[src/rtl/i2curm_pkg.sv]
`timescale 1ns / 1ps

package i2curm_pkg;

    typedef enum logic [3:0] {
        OP_START_WRITE = 4'd0,
        OP_START_READ  = 4'd1,
        OP_WRITE_BYTE  = 4'd2,
        OP_READ_BYTE   = 4'd3,
        OP_STOP        = 4'd4,
        OP_LOG_CHAR    = 4'd5,
        OP_SUM_BYTE    = 4'd6,
        OP_SUM_DONE    = 4'd7,
        OP_PAGE_READ   = 4'd8
    } op_t;

    // register map
    localparam logic [7:0] A_CMD   = 8'h03;
    localparam logic [7:0] A_STAGE = 8'h3c;
    localparam logic [7:0] A_LOG   = 8'h62;
    localparam logic [7:0] A_TRIG  = 8'h63;
    localparam logic [7:0] A_SOFF  = 8'h64;
    localparam logic [7:0] A_SLEN  = 8'h68;
    localparam logic [7:0] A_SUM   = 8'h6c;
    localparam logic [7:0] A_FOFF  = 8'h7c;
    localparam logic [7:0] A_PAGE  = 8'h80;

    localparam logic [7:0] STAGE_CODE = 8'h02;

    // command words that request a reset
    localparam logic [7:0] CMD_RST_A = 8'h02;
    localparam logic [7:0] CMD_RST_B = 8'h03;
    localparam logic [7:0] CMD_RST_C = 8'h07;

    typedef enum logic [1:0] {
        RD_LOCAL,
        RD_SUM,
        RD_LOG
    } rd_src_t;

endpackage

[src/rtl/i2curm_ram.sv]
`timescale 1ns / 1ps

module i2curm_ram #(
    parameter int WIDTH = 8,
    parameter int DEPTH = 16
) (
    input  logic                     clk,
    input  logic                     we,
    input  logic [$clog2(DEPTH)-1:0] waddr,
    input  logic [WIDTH-1:0]         wdata,
    input  logic                     re,
    input  logic [$clog2(DEPTH)-1:0] raddr,
    output logic [WIDTH-1:0]         rdata
);

    logic [WIDTH-1:0] mem_reg [DEPTH];
    logic [WIDTH-1:0] rdata_reg;

    always_ff @(posedge clk)
    begin
        if (we)
        begin
            mem_reg[waddr] <= wdata;
        end
        if (re)
        begin
            rdata_reg <= mem_reg[raddr];
        end
    end

    assign rdata = rdata_reg;

endmodule

[src/rtl/i2curm_pgmod.sv]
`timescale 1ns / 1ps

// rounds a 32-bit offset down to a multiple of DIVISOR, a power of two
module i2curm_pgmod #(
    parameter int DIVISOR = 128
) (
    input  logic [31:0] value,
    output logic [31:0] addr
);

    assign addr = value & ~32'(DIVISOR - 1);

endmodule

[src/rtl/i2c_upgrade_register_map_core.sv]
// Pipeline: an accepted word and any memory read it starts are registered in stage 1; the
// result word then moves to the output register once that register is free or being taken.
// Throughput: one input word per cycle, stalled only by a full output register.
// Reset: asynchronous, active low; clears the control registers and valid bits and the valid
// bits of the page and checksum memories, not the pipeline data registers. The log memory
// reads as zero at or above its write pointer until the pointer first wraps. No clearing pass.
`timescale 1ns / 1ps

module i2c_upgrade_register_map_core #(
    parameter int PAGE_BYTES = 128,
    parameter int LOG_DEPTH  = 256,
    parameter int SUM_BYTES  = 16
) (
    input  logic        clk,
    input  logic        rst_n,
    input  logic        in_valid,
    output logic        in_ready,
    input  logic [3:0]  operation,
    input  logic [7:0]  data_byte,
    input  logic [6:0]  side_index,
    input  logic [7:0]  flash_byte,
    output logic        out_valid,
    input  logic        out_ready,
    output logic [7:0]  read_data,
    output logic        flush_request,
    output logic [31:0] flush_address,
    output logic        reset_request,
    output logic        checksum_pending,
    output logic [31:0] checksum_offset,
    output logic [31:0] checksum_length,
    output logic [7:0]  page_byte
);

    import i2curm_pkg::*;

    localparam int PAGE_AW  = $clog2(PAGE_BYTES);
    localparam int LOG_AW   = $clog2(LOG_DEPTH);
    localparam int SUM_AW   = $clog2(SUM_BYTES);
    localparam int PAGE_END = int'(A_PAGE) + PAGE_BYTES;
    localparam int SUM_END  = int'(A_SUM) + SUM_BYTES;

    function automatic logic [31:0] put_be(input logic [31:0] w, input logic [1:0] k,
                                           input logic [7:0] b);
        logic [31:0] r;
        r = w;
        case (k)
            2'd0:    r[31:24] = b;
            2'd1:    r[23:16] = b;
            2'd2:    r[15:8]  = b;
            default: r[7:0]   = b;
        endcase
        return r;
    endfunction

    function automatic logic [7:0] get_be(input logic [31:0] w, input logic [1:0] k);
        logic [7:0] r;
        case (k)
            2'd0:    r = w[31:24];
            2'd1:    r = w[23:16];
            2'd2:    r = w[15:8];
            default: r = w[7:0];
        endcase
        return r;
    endfunction

    // byte modulo LOG_DEPTH; quotient is below 16
    function automatic logic [LOG_AW-1:0] log_wrap(input logic [7:0] v);
        logic [11:0] r;
        r = {4'd0, v};
        for (int s = 3; s >= 0; s--)
        begin
            if (r >= (12'(LOG_DEPTH) << s))
            begin
                r = r - (12'(LOG_DEPTH) << s);
            end
        end
        return r[LOG_AW-1:0];
    endfunction

    function automatic logic [LOG_AW-1:0] log_inc(input logic [LOG_AW-1:0] p);
        logic [LOG_AW-1:0] r;
        if (p == LOG_AW'(LOG_DEPTH - 1))
        begin
            r = '0;
        end
        else
        begin
            r = p + 1'b1;
        end
        return r;
    endfunction

    // architectural state
    logic [7:0]        reg_index_reg, reg_index_next;
    logic              idx_pend_reg, idx_pend_next;
    logic              flush_armed_reg, flush_armed_next;
    logic [31:0]       foff_reg, foff_next;
    logic [31:0]       sum_off_reg, sum_off_next;
    logic [31:0]       sum_len_reg, sum_len_next;
    logic              calc_reg, calc_next;
    logic [LOG_AW-1:0] log_wp_reg, log_wp_next;
    logic [LOG_AW-1:0] log_rp_reg, log_rp_next;
    logic              log_full_reg, log_full_next;

    logic [PAGE_BYTES-1:0] page_vld_reg;
    logic [SUM_BYTES-1:0]  sum_vld_reg;
    logic                  page_vq_reg, sum_vq_reg, log_vq_reg;

    // stage 1: memory data in flight
    logic        s1_valid_reg;
    logic        s1_flush_reg;
    rd_src_t     s1_rsel_reg;
    logic [7:0]  s1_rbyte_reg;
    logic        s1_page_reg;
    logic        s1_rst_reg;
    logic        s1_pend_reg;
    logic [31:0] s1_soff_reg;
    logic [31:0] s1_slen_reg;
    logic        s1_adv;

    // output word
    logic        out_valid_reg;
    logic [7:0]  rd_reg;
    logic        freq_reg;
    logic [31:0] faddr_reg;
    logic        rst_reg;
    logic        pend_reg;
    logic [31:0] soff_reg;
    logic [31:0] slen_reg;
    logic [7:0]  pb_reg;

    logic in_fire;

    // per-word decode
    rd_src_t    rsel;
    logic [7:0] rbyte;
    logic       page_hit;
    logic       rst_w;
    logic       mod_start;

    logic               page_we, page_re;
    logic [PAGE_AW-1:0] page_waddr, page_raddr;
    logic [7:0]         page_q;
    logic               sum_we, sum_re;
    logic [SUM_AW-1:0]  sum_waddr, sum_raddr;
    logic [7:0]         sum_q;
    logic               log_we, log_re;
    logic [7:0]         log_q;

    logic [31:0] mod_addr;

    logic [7:0] off_page, off_sum;
    logic       in_page_rng, in_sum_rng;

    assign off_page    = reg_index_reg - A_PAGE;
    assign off_sum     = reg_index_reg - A_SUM;
    assign in_page_rng = (reg_index_reg >= A_PAGE) && ({1'b0, reg_index_reg} < 9'(PAGE_END));
    assign in_sum_rng  = (reg_index_reg >= A_SUM) && ({1'b0, reg_index_reg} < 9'(SUM_END));

    assign s1_adv   = s1_valid_reg && (!out_valid_reg || out_ready);
    assign in_ready = !s1_valid_reg || s1_adv;
    assign in_fire  = in_valid && in_ready;

    assign page_waddr = off_page[PAGE_AW-1:0];
    assign page_raddr = side_index[PAGE_AW-1:0];
    assign sum_waddr  = side_index[SUM_AW-1:0];
    assign sum_raddr  = off_sum[SUM_AW-1:0];

    always_comb
    begin
        reg_index_next   = reg_index_reg;
        idx_pend_next    = idx_pend_reg;
        flush_armed_next = flush_armed_reg;
        foff_next        = foff_reg;
        sum_off_next     = sum_off_reg;
        sum_len_next     = sum_len_reg;
        calc_next        = calc_reg;
        log_wp_next      = log_wp_reg;
        log_rp_next      = log_rp_reg;
        log_full_next    = log_full_reg;
        rsel             = RD_LOCAL;
        rbyte            = 8'd0;
        page_hit         = 1'b0;
        rst_w            = 1'b0;
        mod_start        = 1'b0;
        page_we          = 1'b0;
        page_re          = 1'b0;
        sum_we           = 1'b0;
        sum_re           = 1'b0;
        log_we           = 1'b0;
        log_re           = 1'b0;
        if (in_fire)
        begin
            case (operation)
                OP_START_WRITE:
                begin
                    idx_pend_next = 1'b1;
                end
                OP_WRITE_BYTE:
                begin
                    if (idx_pend_reg)
                    begin
                        reg_index_next = data_byte;
                        idx_pend_next  = 1'b0;
                    end
                    else
                    begin
                        reg_index_next = reg_index_reg + 8'd1;
                        if (reg_index_reg == A_TRIG)
                        begin
                            calc_next = 1'b1;
                        end
                        else if (reg_index_reg[7:2] == A_SOFF[7:2])
                        begin
                            sum_off_next = put_be(sum_off_reg, reg_index_reg[1:0], data_byte);
                        end
                        else if (reg_index_reg[7:2] == A_SLEN[7:2])
                        begin
                            sum_len_next = put_be(sum_len_reg, reg_index_reg[1:0], data_byte);
                        end
                        else if (reg_index_reg[7:2] == A_FOFF[7:2])
                        begin
                            foff_next = put_be(foff_reg, reg_index_reg[1:0], data_byte);
                        end
                        else if (in_page_rng)
                        begin
                            page_we = 1'b1;
                            if ({1'b0, reg_index_reg} == 9'(PAGE_END - 1))
                            begin
                                flush_armed_next = 1'b1;
                            end
                        end
                        else if (reg_index_reg == A_LOG)
                        begin
                            log_rp_next = log_wrap(data_byte);
                        end
                        else if (reg_index_reg == A_CMD)
                        begin
                            rst_w = (data_byte == CMD_RST_A) || (data_byte == CMD_RST_B)
                                    || (data_byte == CMD_RST_C);
                        end
                    end
                end
                OP_READ_BYTE:
                begin
                    reg_index_next = reg_index_reg + 8'd1;
                    if (reg_index_reg == A_STAGE)
                    begin
                        rbyte = STAGE_CODE;
                    end
                    else if (reg_index_reg == A_TRIG)
                    begin
                        rbyte = {7'd0, calc_reg};
                    end
                    else if (reg_index_reg[7:2] == A_SOFF[7:2])
                    begin
                        rbyte = get_be(sum_off_reg, reg_index_reg[1:0]);
                    end
                    else if (reg_index_reg[7:2] == A_SLEN[7:2])
                    begin
                        rbyte = get_be(sum_len_reg, reg_index_reg[1:0]);
                    end
                    else if (in_sum_rng)
                    begin
                        rsel   = RD_SUM;
                        sum_re = 1'b1;
                    end
                    else if (in_page_rng)
                    begin
                        rbyte = flash_byte;
                    end
                    else if (reg_index_reg[7:2] == A_FOFF[7:2])
                    begin
                        rbyte = get_be(foff_reg, reg_index_reg[1:0]);
                    end
                    else if (reg_index_reg == A_LOG)
                    begin
                        rsel        = RD_LOG;
                        log_re      = 1'b1;
                        log_rp_next = log_inc(log_rp_reg);
                    end
                end
                OP_STOP:
                begin
                    if (flush_armed_reg)
                    begin
                        mod_start        = 1'b1;
                        flush_armed_next = 1'b0;
                    end
                end
                OP_LOG_CHAR:
                begin
                    log_we      = 1'b1;
                    log_wp_next = log_inc(log_wp_reg);
                    if (log_wp_reg == LOG_AW'(LOG_DEPTH - 1))
                    begin
                        log_full_next = 1'b1;
                    end
                end
                OP_SUM_BYTE:
                begin
                    sum_we = ({1'b0, side_index} < 8'(SUM_BYTES));
                end
                OP_SUM_DONE:
                begin
                    calc_next = 1'b0;
                end
                OP_PAGE_READ:
                begin
                    page_hit = ({1'b0, side_index} < 8'(PAGE_BYTES));
                    page_re  = page_hit;
                end
                default:
                begin
                end
            endcase
        end
    end

    i2curm_ram #(.WIDTH(8), .DEPTH(PAGE_BYTES)) u_page_ram (
        .clk   (clk),
        .we    (page_we),
        .waddr (page_waddr),
        .wdata (data_byte),
        .re    (page_re),
        .raddr (page_raddr),
        .rdata (page_q)
    );

    i2curm_ram #(.WIDTH(8), .DEPTH(SUM_BYTES)) u_sum_ram (
        .clk   (clk),
        .we    (sum_we),
        .waddr (sum_waddr),
        .wdata (data_byte),
        .re    (sum_re),
        .raddr (sum_raddr),
        .rdata (sum_q)
    );

    i2curm_ram #(.WIDTH(8), .DEPTH(LOG_DEPTH)) u_log_ram (
        .clk   (clk),
        .we    (log_we),
        .waddr (log_wp_reg),
        .wdata (data_byte),
        .re    (log_re),
        .raddr (log_rp_reg),
        .rdata (log_q)
    );

    // flash offset is stable from the stop until its word leaves stage 1
    i2curm_pgmod #(.DIVISOR(PAGE_BYTES)) u_pgmod (
        .value (foff_reg),
        .addr  (mod_addr)
    );

    always_ff @(posedge clk or negedge rst_n)
    begin
        if (!rst_n)
        begin
            reg_index_reg   <= '0;
            idx_pend_reg    <= 1'b0;
            flush_armed_reg <= 1'b0;
            foff_reg        <= '0;
            sum_off_reg     <= '0;
            sum_len_reg     <= '0;
            calc_reg        <= 1'b0;
            log_wp_reg      <= '0;
            log_rp_reg      <= '0;
            log_full_reg    <= 1'b0;
            page_vld_reg    <= '0;
            sum_vld_reg     <= '0;
            s1_valid_reg    <= 1'b0;
            s1_flush_reg    <= 1'b0;
            out_valid_reg   <= 1'b0;
        end
        else
        begin
            reg_index_reg   <= reg_index_next;
            idx_pend_reg    <= idx_pend_next;
            flush_armed_reg <= flush_armed_next;
            foff_reg        <= foff_next;
            sum_off_reg     <= sum_off_next;
            sum_len_reg     <= sum_len_next;
            calc_reg        <= calc_next;
            log_wp_reg      <= log_wp_next;
            log_rp_reg      <= log_rp_next;
            log_full_reg    <= log_full_next;
            if (page_we)
            begin
                page_vld_reg[page_waddr] <= 1'b1;
            end
            if (sum_we)
            begin
                sum_vld_reg[sum_waddr] <= 1'b1;
            end
            if (in_fire)
            begin
                s1_valid_reg <= 1'b1;
                s1_flush_reg <= mod_start;
            end
            else if (s1_adv)
            begin
                s1_valid_reg <= 1'b0;
                s1_flush_reg <= 1'b0;
            end
            if (s1_adv)
            begin
                out_valid_reg <= 1'b1;
            end
            else if (out_ready)
            begin
                out_valid_reg <= 1'b0;
            end
        end
    end

    always_ff @(posedge clk)
    begin
        if (page_re)
        begin
            page_vq_reg <= page_vld_reg[page_raddr];
        end
        if (sum_re)
        begin
            sum_vq_reg <= sum_vld_reg[sum_raddr];
        end
        if (log_re)
        begin
            log_vq_reg <= log_full_reg || (log_rp_reg < log_wp_reg);
        end
        if (in_fire)
        begin
            s1_rsel_reg  <= rsel;
            s1_rbyte_reg <= rbyte;
            s1_page_reg  <= page_hit;
            s1_rst_reg   <= rst_w;
            s1_pend_reg  <= calc_next;
            s1_soff_reg  <= sum_off_next;
            s1_slen_reg  <= sum_len_next;
        end
        if (s1_adv)
        begin
            case (s1_rsel_reg)
                RD_SUM:  rd_reg <= sum_vq_reg ? sum_q : 8'd0;
                RD_LOG:  rd_reg <= log_vq_reg ? log_q : 8'd0;
                default: rd_reg <= s1_rbyte_reg;
            endcase
            freq_reg  <= s1_flush_reg;
            faddr_reg <= s1_flush_reg ? mod_addr : 32'd0;
            rst_reg   <= s1_rst_reg;
            pend_reg  <= s1_pend_reg;
            soff_reg  <= s1_soff_reg;
            slen_reg  <= s1_slen_reg;
            pb_reg    <= (s1_page_reg && page_vq_reg) ? page_q : 8'd0;
        end
    end

    assign out_valid        = out_valid_reg;
    assign read_data        = rd_reg;
    assign flush_request    = freq_reg;
    assign flush_address    = faddr_reg;
    assign reset_request    = rst_reg;
    assign checksum_pending = pend_reg;
    assign checksum_offset  = soff_reg;
    assign checksum_length  = slen_reg;
    assign page_byte        = pb_reg;

    a_flush_disarm: assert property (@(posedge clk) disable iff (!rst_n)
        (in_fire && operation == OP_STOP) |=> !flush_armed_reg)
        else $error("flush still armed after stop");

    a_index_load: assert property (@(posedge clk) disable iff (!rst_n)
        (in_fire && operation == OP_WRITE_BYTE && idx_pend_reg)
        |=> (!idx_pend_reg && reg_index_reg == $past(data_byte)))
        else $error("register index not loaded by first written word");

    a_out_hold: assert property (@(posedge clk) disable iff (!rst_n)
        (out_valid_reg && !out_ready)
        |=> (out_valid_reg && $stable(rd_reg) && $stable(faddr_reg) && $stable(soff_reg)
             && $stable(slen_reg) && $stable(pb_reg)))
        else $error("result word changed while waiting");

    a_flush_align: assert property (@(posedge clk) disable iff (!rst_n)
        out_valid_reg |-> ((faddr_reg & 32'(PAGE_BYTES - 1)) == 32'd0))
        else $error("flush address not page aligned");

endmodule

[config.mk]
export PLATFORM = sky130hd
export DESIGN_NAME = i2c_upgrade_register_map_core
export DESIGN_NICKNAME = d
export VERILOG_FILES = /design/src/rtl/i2curm_pkg.sv /design/src/rtl/i2curm_ram.sv /design/src/rtl/i2curm_pgmod.sv /design/src/rtl/i2c_upgrade_register_map_core.sv
export SDC_FILE = /design/constraint.sdc
export NUM_CORES = 2
export LEC_CHECK = 0
export BUFFER_PORTS_ARGS = -buffer_cell sky130_fd_sc_hd__buf_2
export CELL_PAD_IN_SITES_DETAIL_PLACEMENT = 1
export CELL_PAD_IN_SITES_GLOBAL_PLACEMENT = 1
export CORE_ASPECT_RATIO = 0.9
export CORE_MARGIN = 2
export CORE_UTILIZATION = 53
export DETAILED_ROUTE_END_ITERATION = 16
export GPL_TIMING_DRIVEN = 0
export PLACE_DENSITY_LB_ADDON = 0.1
export SYNTH_ARGS = -nofsm -noshare
export SYNTH_HDL_FRONTEND = slang
export SYNTH_SLANG_ARGS = --single-unit
export TNS_END_PERCENT = 10
[constraint.sdc]
create_clock -name clk -period 9.44 [get_ports clk]
set_clock_uncertainty 0.05 [all_clocks]
set_input_delay 1.888 -clock clk [delete_from_list [all_inputs] [get_ports clk]]
set_output_delay 1.888 -clock clk [all_outputs]
set_load 0.005 [all_outputs]
After elaboration in Yosys (flattened, before gate mapping)
Memory sizes are Yosys's and may differ from the RTL's. A register that Yosys moved wholly into a read port is not among the register bits.
Index checks and enable logic that the tools add are counted.
W data, S select, Z words.

operators by class
  bitwise logic cells = 10
  reductions and logical operators = 36
  eq/ne operators = 41
  add/subtract/negate cells = 5
  order comparisons = 11
  mux-type cells = 121

operators with widths
  cell                   number
  $mux W32               11
  $mux W8                33
  $or A128 B128 Y128     1
  $pmux W8 S3            3
  $mux W1                61
  $pmux W8 S2            3
  $ne A2 B2 Y1 const B   17
  $reduce_and A8 Y1      4
  $add A8 B1 Y8 const B  3
  $eq A8 B2 Y1 const B   3
  $eq A8 B8 Y1 const B   3
  $eq A6 B5 Y1 const B   3
  $reduce_and A17 Y1     1
  $eq A4 B3 Y1 const B   4
  $eq A8 B7 Y1 const B   2
  $lt A7 B8 Y1 const B   2
  $or A16 B16 Y16        1
  $lt A4 B5 Y1 const B   2
  $reduce_bool A2 Y1     5
  $reduce_and A9 Y1      1
  $reduce_or A9 Y1       1
  $eq A4 B2 Y1 const B   2
  $eq A8 B3 Y1 const B   1
  $eq A8 B6 Y1 const B   1
  30 further kinds       56

storage, ports and cells
  input port bits = 31
  flip-flop bits (word level) = 466
  word-level logic and storage cells = 267
  memory bits (writable) = 3,200
  memories kept = 3
  output and inout bits = 117

memory list
  name                words  bits a word  read ports  clocked after memory_dff  wr ports  line              RTL
  u_log_ram.mem_reg   256    8            1           1                         1         i2curm_ram.sv:16  logic [WIDTH-1:0] mem_reg [DEPTH];
  u_page_ram.mem_reg  128    8            1           1                         1         i2curm_ram.sv:16
  u_sum_ram.mem_reg   16     8            1           1                         1         i2curm_ram.sv:16

Longest topological paths before layout
  depth after elaboration = 11
  gate-level depth with buffers = 13
  gate-level depth less buffers = 8

By module
From an unflattened synthesis, not the netlist that was laid out.

second synthesis, totals
  cells, all modules = 6,981
  area total of the unflattened synthesis = 144,090.7 um2

by module, submodules not included
  module                         area an instance (um2)  times used  cells an instance  seq. area each (um2)
  i2curm_ram (u_log_ram)         79,636.4                1           3,733              61,739.2
  i2curm_ram (u_page_ram)        39,745.6                1           1,635              30,989.7
  i2c_upgrade_register_map_core  19,237.2                1           1,351              12,637.1
  i2curm_ram (u_sum_ram)         5,227.5                 1           229                4,083.9
  i2curm_pgmod                   244.0                   1           33                 0.0

Least setup slack after synthesis
Ideal clock, no wire load.

  path kind = input-to-reg
  start point = in out_ready
  end point = reg log_rp_reg[2]
  library setup time = 121 ps
  stages on the path = 7
  path buffers = 1
  setup slack = 4,341 ps
  data arrival time = 4,928 ps
  required time = 9,269 ps
  cell sequence = nand3b_1 -> nand2_1 -> inv_1 -> o21ai_0 -> a211o_1 -> clkbuf_1 -> o22a_1

on the way
  longest elaborated chain between the ends = 5

ends and longest elaborated chain
  what                                 line                                  RTL
  start: declaration                   i2c_upgrade_register_map_core.sv:23   input logic out_ready,
  $logic_or A1 B1 Y1                   i2c_upgrade_register_map_core.sv:160  assign s1_adv = s1_valid_reg && (!out_valid_reg || out_ready);
  $logic_and A1 B1 Y1                  i2c_upgrade_register_map_core.sv:160
  $logic_or A1 B1 Y1                   i2c_upgrade_register_map_core.sv:161  assign in_ready = !s1_valid_reg || s1_adv;
  $logic_and A1 B1 Y1                  i2c_upgrade_register_map_core.sv:162  assign in_fire = in_valid && in_ready;
  net in_fire                          i2c_upgrade_register_map_core.sv:132  logic in_fire;
  $reduce_and A17 Y1 (no source line)  n/a
  end signal: assignment               i2c_upgrade_register_map_core.sv:386  log_rp_reg <= log_rp_next;
  end: declaration                     i2c_upgrade_register_map_core.sv:102  logic [LOG_AW-1:0] log_rp_reg, log_rp_next;

The timed path passes the listed nets, and every way through them passes these cells.
A chain may end at the register's enable or synchronous reset.

==> out/results.ini <==
[cts]
cts_hold_buf=0
postCtsSetupRepairBufs=0
clk-insertion-delay-late_ps=990
cts_buffers=368
cts_root_buf=clkbuf_16
cts_tree=yes
cts_resized=0
clockBufferDepth=4
cts.sinks=3683
cts-htree-levels=5
clkTransAtPathRegs_ps=70

[die]
start_util=0.533
fp.dieArea_um2=273000
io_pins=148
fp.dieH_um=496
fp.dieW_um=551
core_um2=268000
rows=180

[grt]
grt_start_max_net_pins=159
grt_pass1_wl_um=657000
overflow=0
grt_pass1_vias=77700
antenna_found_initial=24
grt_use_total=0.357

[synthesis]
synth_seq_cells=3683
syn-cell-area_um2=143000
netlist-cell-type-count=70
syn_area_per_cell_um2=21.0
synth_warnings=0
synth_edf_count=3412
synth.area.top_cells=edfxtp_1 (72%), mux4_2 (14%), dfrtp_1 (4.8%)
async_reset_ff_frac=0.0736
synthCells=6807
dominantRegCellSynth=edfxtp_1
synth_top_area_share=0.718
yosysTopAreaCell=edfxtp_1
ys_seq_area_frac=0.766

[detailed_routing]
drt-total-wl_um=486000
ant_nets=0
drt-initial-drc-count=12200
vias=77500
drtPass1Iterations=6
viasPerCell=6.91
avgRoutedWirePerCell_um=43.3
route.detailed.drc=0

[cells_and_area]
drive_gt1_frac=0.274
nFillCells=22200
final_common_cell=edfxtp_1
instances_no_fill=11200
largest_reg_flops=2048
final_nets=7400
postLayoutCellArea_um2=161000
synthToLayoutAreaGrowth_pct=12.5
final_cell_mix=edfxtp_1 (3412), mux4_2 (909), nor2_1 (475)

[placement]
io_buffers=132
gp_congestion=0.985
dp_hpwl_um=313000
dpl_cell_area_um2=149000
post-place-ws_ps=2840
placedCellCount=10500

[outcome]
failed_checks=max-capacitance violations, max-slew violations
status=complete, but fails checks

[timing]
worst_pin_slew_ps=1840
min_period_over_period=0.770
relSlewSlack=-0.240
grt_setup_unrepaired=false
final.setup.worst_slack_ps=2180
final_hold_viol_count=0
max_freq_mhz=138
setup_viol=0
slew_viol_final=87
layout_min_cycle_time_ps=7260

[power_and_ir_drop]
ir_drop_mv=0.221
leakagePower_nw=51.7
power-per-cell-area_nw_per_um2=218

[worst_setup_path]
crit_type=reg -> reg
crit_path_start_kind=register
required_ps=9870
worstPathMaxFanout=10
cp-end-kind=register
cp.arrival_ps=7690

[worst_hold_path]
hp-class=reg -> reg

[flow_run]
drv_cap=13

[final timing paths]
kind / startpoint / end / slack (ps) / depth (start not counted)
max: log_rp_reg[1] / u_log_ram.rdata[0] / 2180 / 10
min: s1_slen_reg[20] / checksum_length[20] / 350 / 0
max reg2reg: log_rp_reg[1] / u_log_ram.rdata[0] / 2180 / 10
min reg2reg: s1_slen_reg[20] / checksum_length[20] / 350 / 0
max in group asynchronous: rst_n / sum_off_reg[8] / 7270 / 2
min in group asynchronous: rst_n / page_vld_reg[67] / 850 / 1
[Yosys cell counts, types with 16 or more instances]
| master | instances |
|---|---|
| and3_1 | 16 |
| dfrtp_1 | 271 |
| a22oi_1 | 104 |
| nor3_1 | 40 |
| a21oi_1 | 88 |
| buf_1 | 22 |
| ha_1 | 23 |
| nand3_1 | 72 |
| a222oi_1 | 26 |
| mux2_2 | 112 |
| a31oi_1 | 19 |
| nor2_1 | 475 |
| buf_6 | 22 |
| nor2b_1 | 26 |
| inv_1 | 21 |
| mux2i_1 | 109 |
| buf_4 | 57 |
| and2_1 | 44 |
| nand2b_1 | 19 |
| or2_2 | 147 |
| o21ai_0 | 102 |
| clkbuf_1 | 207 |
| edfxtp_1 | 3412 |
| nand2_1 | 161 |
| o22ai_1 | 38 |
| buf_2 | 81 |
| a211oi_1 | 30 |
| mux4_2 | 909 |
[worst max-delay path, cell delays in order, from the launching register on]
cell and delay (ps):
dfrtp_1 470, buf_2 230, buf_4 420, buf_2 590
buf_2 710, buf_2 680, clkbuf_2 860, mux2i_1 700
o22ai_1 160, nor4_1 1250, a211oi_1 580
[metrics by stage]
step / power [mW] / setup TNS (ps) / hold WS [ps] / util
final: 35.0 / 0 / 348 / 0.600
after global routing: 35.7 / 0 / 369 / 0.600
after CTS: 35.0 / 0 / 355 / 0.600
after detailed placement: 20.7 / 0 / 355 / 0.556
after global placement: 20.7 / -1020 / 354 / 0.552
after floorplan: 19.4 / 0 / 350 / -
[final cells by class]
type / instances / area (um^2) / area share
Antenna cell: 11 / 27.5 / 0.000171
Buffer: 391 / 2030 / 0.0126
Clock buffer: 502 / 10200 / 0.0634
Clock inverter: 171 / 1600 / 0.00993
Inverter: 22 / 85.1 / 0.000530
Multi-Input combinational cell: 2717 / 31500 / 0.196
Sequential cell: 3683 / 109000 / 0.680
Tap cell: 3549 / 4440 / 0.0277
Timing Repair Buffer: 163 / 1520 / 0.00945
[cell families (layout without fill, tap and decap cells)]
kind of cell               Yosys count  in the layout  synth area share
AOI/OAI and AO/OA                  487            487            0.0228
other                                1             18         0.0000263
buffers and inverters              413           1249            0.0143
DFF                               3683           3683             0.766
muxes                             1130           1130             0.160
and+or+nand+nor                   1063           1063            0.0348
xor gates and xnor gates             7              7          0.000430
adders and majority gates           23             23           0.00202
[report_power, final]
part | switching [mW] | internal (mW) | total [mW]
clock network | 6.40 | 8.19 | 14.6
logic | 1.82 | 0.623 | 2.44
registers | 0.0630 | 17.9 | 18.0
total | 8.27 | 26.8 | 35.0
[routing by layer]
metal	wire (um)	global-route usage	up-vias
met5	153	0	-
met4	32200	0.197	26
met3	52100	0.0893	1282
met2	224000	0.545	5265
met1	177000	0.476	41800
li1	-	-	29100
No activity file was read; power rests on OpenSTA's default activity.
